--- src/hw/rtl/svalu_pkg.sv ---
`timescale 1ns / 1ps
// Shared types, constants and arithmetic helpers for the small vector ALU.
package svalu_pkg;

    localparam int MAX_LEN   = 4;
    localparam int MIN_LEN   = 2;
    localparam int CROSS_LEN = 3;
    localparam int FRAC_BITS = 16;
    localparam int NUM_LANES = 4;
    localparam int DATA_W    = 32;
    localparam int LEN_W     = 3;
    localparam int PROD_W    = 2 * DATA_W;
    localparam int SUM_W     = PROD_W + 3;

    localparam logic signed [SUM_W-1:0] RND_HALF = SUM_W'(1) << (FRAC_BITS - 1);
    localparam logic signed [SUM_W-1:0] SAT_MAX  =
        {{(SUM_W - DATA_W + 1){1'b0}}, {(DATA_W - 1){1'b1}}};
    localparam logic signed [SUM_W-1:0] SAT_MIN  =
        {{(SUM_W - DATA_W + 1){1'b1}}, {(DATA_W - 1){1'b0}}};

    typedef logic signed [DATA_W-1:0] elem_t;

    typedef enum logic [2:0] {
        REQ_LOAD     = 3'd0,
        REQ_SET_ELEM = 3'd1,
        REQ_SET_ALL  = 3'd2,
        REQ_ADD      = 3'd3,
        REQ_SUB      = 3'd4,
        REQ_CROSS    = 3'd5,
        REQ_SCALE    = 3'd6,
        REQ_DOT      = 3'd7
    } req_t;

    typedef enum logic [2:0] {
        ST_OK         = 3'd0,
        ST_NOT_LOADED = 3'd1,
        ST_MISMATCH   = 3'd2,
        ST_CROSS3     = 3'd3,
        ST_BAD_LEN    = 3'd4
    } status_t;

    typedef enum logic [1:0] {
        MUL_NONE  = 2'd0,
        MUL_SCALE = 2'd1,
        MUL_CROSS = 2'd2,
        MUL_DOT   = 2'd3
    } mul_kind_t;

    typedef struct packed {
        elem_t a0;
        elem_t b0;
        elem_t a1;
        elem_t b1;
    } lane_op_t;

    typedef struct packed {
        elem_t value;
        logic  ovf;
    } rnd_t;

    typedef struct packed {
        status_t                  status;
        mul_kind_t                kind;
        logic                     ovf;
        logic [LEN_W-1:0]         len;
        elem_t [NUM_LANES-1:0]    acc;
    } stage_b_t;

    typedef struct packed {
        status_t                  status;
        elem_t                    dot_value;
        elem_t [NUM_LANES-1:0]    acc;
        logic [LEN_W-1:0]         acc_length;
        logic                     overflow;
    } out_word_t;

    function automatic logic len_ok(input logic [LEN_W-1:0] n);
        return (n >= LEN_W'(MIN_LEN)) && (n <= LEN_W'(MAX_LEN));
    endfunction

    // Round half up by dropping the fraction bits, then clamp to 32 bits.
    function automatic rnd_t round_sat(input logic signed [SUM_W-1:0] v);
        logic signed [SUM_W-1:0] t;
        rnd_t r;
        t = v + RND_HALF;
        t = t >>> FRAC_BITS;
        if (t > SAT_MAX) begin
            r.value = SAT_MAX[DATA_W-1:0];
            r.ovf   = 1'b1;
        end else if (t < SAT_MIN) begin
            r.value = SAT_MIN[DATA_W-1:0];
            r.ovf   = 1'b1;
        end else begin
            r.value = t[DATA_W-1:0];
            r.ovf   = 1'b0;
        end
        return r;
    endfunction

    function automatic rnd_t sat_add(input elem_t a, input elem_t b, input logic sub);
        logic signed [DATA_W:0] s;
        rnd_t r;
        s = sub ? ((DATA_W + 1)'(a) - (DATA_W + 1)'(b))
                : ((DATA_W + 1)'(a) + (DATA_W + 1)'(b));
        if (s[DATA_W] != s[DATA_W-1]) begin
            r.value = s[DATA_W] ? SAT_MIN[DATA_W-1:0] : SAT_MAX[DATA_W-1:0];
            r.ovf   = 1'b1;
        end else begin
            r.value = s[DATA_W-1:0];
            r.ovf   = 1'b0;
        end
        return r;
    endfunction

endpackage

--- src/hw/rtl/svalu_merge.sv ---
`timescale 1ns / 1ps
// Combines the lane results into the final result word and accumulator update.
module svalu_merge
    import svalu_pkg::*;
(
    input  stage_b_t                b,
    input  logic signed [SUM_W-1:0] lane_sum [NUM_LANES],
    input  rnd_t                    lane_res [NUM_LANES],
    output out_word_t               word,
    output logic                    acc_wr
);

    logic signed [SUM_W-1:0] dot_sum;
    rnd_t                    dot_r;

    always_comb begin
        dot_sum = '0;
        for (int i = 0; i < NUM_LANES; i++) begin
            dot_sum = dot_sum + lane_sum[i];
        end
    end

    assign dot_r = round_sat(dot_sum);

    always_comb begin
        word.status     = b.status;
        word.dot_value  = '0;
        word.acc        = b.acc;
        word.acc_length = b.len;
        word.overflow   = b.ovf;
        acc_wr          = 1'b0;
        case (b.kind)
            MUL_SCALE: begin
                acc_wr = 1'b1;
                for (int i = 0; i < NUM_LANES; i++) begin
                    if (LEN_W'(i) < b.len) begin
                        word.acc[i]   = lane_res[i].value;
                        word.overflow = word.overflow | lane_res[i].ovf;
                    end
                end
            end
            MUL_CROSS: begin
                acc_wr = 1'b1;
                for (int i = 0; i < CROSS_LEN; i++) begin
                    word.acc[i]   = lane_res[i].value;
                    word.overflow = word.overflow | lane_res[i].ovf;
                end
            end
            MUL_DOT: begin
                word.dot_value = dot_r.value;
                word.overflow  = word.overflow | dot_r.ovf;
            end
            MUL_NONE: begin
                acc_wr = 1'b0;
            end
            default: begin
                acc_wr = 1'b0;
            end
        endcase
    end

endmodule

--- config.mk ---
export PLATFORM = sky130hd
export DESIGN_NAME = svalu_merge
export DESIGN_NICKNAME = d
export VERILOG_FILES = /design/src/hw/rtl/svalu_pkg.sv /design/src/hw/rtl/svalu_merge.sv
export SDC_FILE = /design/constraint.sdc
export NUM_CORES = 1
export LEC_CHECK = 0
export ABC_AREA = 1
export BUFFER_PORTS_ARGS = -buffer_cell sky130_fd_sc_hd__buf_2
export CAP_MARGIN = 20
export CORE_AREA = 5 5 275 277
export DETAILED_ROUTE_END_ITERATION = 8
export DIE_AREA = 0 0 280 282
export PLACE_DENSITY = 0.35
export SYNTH_ARGS = -nofsm -noshare
export SYNTH_HDL_FRONTEND = slang
export SYNTH_SLANG_ARGS = --single-unit
--- constraint.sdc ---
create_clock -name vclk -period 11.55
set_clock_uncertainty 0.2 [all_clocks]
set_input_delay 1.155 -clock vclk [all_inputs]
set_output_delay 1.155 -clock vclk [all_outputs]
set_load 0.01 [all_outputs]
* After elaboration in Yosys (flattened, before gate mapping) *
Index checks and enable logic that the tools add are counted.

operators by class
  equality and inequality tests = 3
  bitwise logic cells = 7
  mux-type cells = 18
  $add $sub $neg = 4
  reduce and logical (&&, ||, !) cells = 1
  order comparisons = 6

operators with widths
  operator                  number
  $add A67 B67 Y67          3
  $mux W32                  6
  $pmux W96 S2              1
  $add A67 B17 Y67 const B  1
  $mux W33                  2
  $gt A51 B32 Y1 const B    1
  $lt A51 B32 Y1 const B    1
  $mux W1                   8
  $or A1 B1 Y1              7
  $lt A1 B3 Y1 const A      2
  $lt A2 B3 Y1 const A      2
  $eq A2 B2 Y1 const B      2
  $pmux W1 S3               1
  $eq A2 B1 Y1 const B      1
  $reduce_or A2 Y1          1

word-level totals
  logic and storage cells = 39
  flip-flop bits (word level) = 0
  input bits = 537
  output and inout port bits = 168

* Longest topological paths before layout *
  depth after elaboration = 12
  gate-level depth with buffers = 27
  depth with buffers taken out = 27

* Least setup slack after synthesis *
Ideal clock, no wire load.

  path type = in2out
  start point = input port lane_sum[38] (netlist name)
  end point = output port word[143] (netlist name)
  stages = 22
  arrival = 4.575 ns
  buffers on the path = 1
  data required time = 10.195 ns
  setup slack = 5.620 ns
  cell sequence = inv_1 > fa_1 > inv_1 > fa_1 > ha_1 > ha_1 > nand2_2 > inv_1 > a21oi_1 > nand2_1 > a21oi_1 > nor2_1 > nor2_1 > nand3_1 > nand2_1 > nand3_1 > nor2_2 > nand3_2 > nand2_4 > buf_6 > nand2_1 > a21oi_1

RTL lines
  what                line              RTL
  start: declaration  svalu_merge.sv:7  input logic signed [SUM_W-1:0] lane_sum [NUM_LANES],
  end: declaration    svalu_merge.sv:9  output out_word_t word,

==> run_results.csv <==
group,metric,value,unit
power_and_ir_drop,ir_drop,0.105,mV
timing,post-route-period-util,66.0,%
finish,drive_gt1_share,27.2,%
timing,finalHoldViolCount,0,
cts,cts_hold_repair.buffers,0,
timing,fin_crit,7.62,ns
die,coreArea,0.0726,mm^2
detailed_routing,viasPerCell,4.12,
global_routing,grt_antenna_before_repair,39,
placed_design,placed_cells_incl_taps,3836,
detailed_routing,wirelength,88.0,mm
worst_setup_path,crit_required,10.20,ns
yosys,syn_avg_cell_area,5.71,um^2
finish,final_area,0.0173,mm^2
global_routing,grt_pass1_vias,16400,
worst_setup_path,crit_path_start_kind,"input port",
die,die-area,0.0790,mm^2
cts,cts_resized,0,
finish,ff_latch_area,0,um^2
finish,layout.nets,3678,
worst_setup_path,cp_max_fo,32,
job,cap_violations,0,
placed_design,place_hpwl,82.2,mm
finish,clock_buffer_count,0,
power_and_ir_drop,p_per_area,153,mW/mm^2
die,start_util,17.5,%
yosys,ys_seq_area_share,0,%
die,ioPinCount,705,
timing,report.final.slew_viol_count,0,
run_status,outcome,"completed",
detailed_routing,wl_per_cell,22.8,um
detailed_routing,drtAntennaViolNets,0,
timing,setup_viol,0,
power_and_ir_drop,p_total,2.64,mW
timing,hold_ws,2.11,ns
yosys,syn_inst,2221,
global_routing,grt_max_degree,65,
worst_setup_path,end_kind,"output pin",
timing,tightest_slew,1.07,ns
power_and_ir_drop,power_leakage,10.7,nW
finish,syn_to_final_growth,36.4,%
placed_design,place_area,0.0173,mm^2
die,die_x,280,um
detailed_routing,dr.first_iter.drc_count,994,
timing,setup_tns,0,ns
finish,final_cells,3855,
global_routing,grt_usage,21.0,%
timing,rsz0062_at_grt,"no",
detailed_routing,drc_errors,0,
global_routing,overflow,0,
worst_setup_path,critPathArrivalTime,6.27,ns
worst_hold_path,hp-class,"in -> out",
finish,seq_cell_count,0,
yosys,syn_area,0.0127,mm^2
detailed_routing,vias,15900,
yosys,synth_cell_types,37,
detailed_routing,firstDrtPassIters,7,
cts,post_cts_buffers,0,
placed_design,portBuffers,699,
placed_design,gp_congestion,1.04,
die,rows,99,
yosys,yosysWarnings,0,
timing,slew_headroom,28.3,%
yosys,syn-num-nets,3020,
global_routing,grt_pass1_wl,119,mm
die,die_h,282,um
finish,fillers,8777,
timing,fmax,131,MHz
worst_setup_path,crit_type,"in -> out",
synth_stat cells:
| cell | count | area (um^2) |
|---|---|---|
| a21boi_0 | 1 | 7.51 |
| a31oi_1 | 7 | 43.8 |
| nor4_1 | 1 | 6.26 |
| o31ai_1 | 2 | 15.0 |
| xnor2_1 | 13 | 114 |
| inv_2 | 10 | 37.5 |
| nor3_1 | 10 | 50.1 |
| fa_1 | 131 | 2620 |
| buf_6 | 6 | 67.6 |
| o211ai_1 | 1 | 7.51 |
| nand3_2 | 2 | 20.0 |
| nor3_2 | 7 | 70.1 |
| o21ai_0 | 118 | 591 |
| a31o_2 | 1 | 8.76 |
| a221oi_1 | 1 | 8.76 |
| nand3b_1 | 3 | 22.5 |
| buf_4 | 6 | 45.0 |
| nand4_1 | 9 | 56.3 |
| and3_1 | 5 | 31.3 |
| nor2_4 | 2 | 22.5 |
| nand2_2 | 7 | 43.8 |
| or2_2 | 1 | 6.26 |
| a21oi_1 | 78 | 390 |
| nor2_1 | 118 | 443 |
| nor2_2 | 10 | 62.6 |
| nand2_4 | 1 | 11.3 |
| nand2_1 | 750 | 2820 |
| nor4_4 | 1 | 21.3 |
| xor2_1 | 23 | 201 |
| nand3_1 | 117 | 586 |
| o21ai_1 | 1 | 5.00 |
| o21bai_1 | 11 | 82.6 |
| a21oi_2 | 28 | 245 |
| ha_1 | 131 | 1640 |
| nor2b_1 | 1 | 6.26 |
| inv_1 | 566 | 2120 |
| clkbuf_1 | 41 | 154 |
final cells by class:
type | count | area [um^2] | share of cell area, %
multi-input combinational | 1592 | 10300 | 59.4
timing repair buffer | 709 | 3610 | 20.9
inverter | 576 | 2160 | 12.5
tap | 959 | 1200 | 6.93
antenna | 19 | 47.5 | 0.275
routing by layer:
layer  wire [um]  up-vias  global-route usage (%)
met5          98        -                       0
met4        1150       16                    2.76
met3        5320       70                    3.02
met2       40100      535                    33.8
met1       41300     7286                    30.6
li1            -     7957                       -
cells by family (layout without fill, tap and decap cells):
logic type | Yosys count | in the layout | share of synthesized area, %
AND/OR/NAND/NOR | 1045 | 1045 | 33.7
buffers and inverters | 629 | 1285 | 19.1
adder cells (fa/ha/maj) | 262 | 262 | 33.6
AO/OA/AOI/OAI | 249 | 249 | 11.1
XOR/XNOR | 36 | 36 | 2.49
other | 0 | 19 | 0
report_power, final:
group | switching (mW) | leakage, nW | internal [mW]
Sequential | 0 | 0 | 0
Clock | 0 | 0.000119 | 0.000000100
Combinational | 1.82 | 10.7 | 0.821
critical path, cell delays in order:
cell,delay (ns)
buf_2,0.08
inv_1,0.04
fa_1,0.52
inv_1,0.05
fa_1,0.48
ha_1,0.33
ha_1,0.48
nand2_2,0.14
nor2_1,0.24
nand3_2,0.21
nor2_1,0.28
and3_1,0.20
nand2_1,0.11
nand2_1,0.10
nand2_1,0.05
nand2_1,0.15
nand3_1,0.10
nor2_1,0.15
nand4_1,0.14
nand2_2,0.80
nand2_1,0.11
nand2_1,0.09
a21oi_1,0.07
buf_2,0.18
worst paths after layout:
kind	from	endpoint	slack, ns	cells past startpoint
worst max-delay path	lane_sum[51]	word[0]	3.93	24
worst min-delay path	b[136]	word[166]	2.11	0
per-stage QoR:
step           utilization, %  setup slack (ns)
3_3_place_gp             23.7              3.85
5_1_grt                  23.8              3.64
4_1_cts                  23.8              3.92
3_5_place_dp             23.8              3.93
2_1_floorplan               -              5.62
6_report                 23.8              3.93
cell usage in the layout, fill, tap and decap left out, types with 8 or more instances in the layout:
cell	netlist	routed
nand2_1	750	750
nor3_1	10	10
nor2_1	118	118
nand4_1	9	9
inv_1	566	566
a21oi_1	78	77
nand3_1	117	117
fa_1	131	131
nor2_2	10	10
o21ai_0	118	117
o21bai_1	11	11
buf_4	6	8
a21oi_2	28	29
ha_1	131	130
diode_2	0	19
buf_2	0	699
xnor2_1	13	13
inv_2	10	10
xor2_1	23	23
Power figures use the tool's default switching activity.
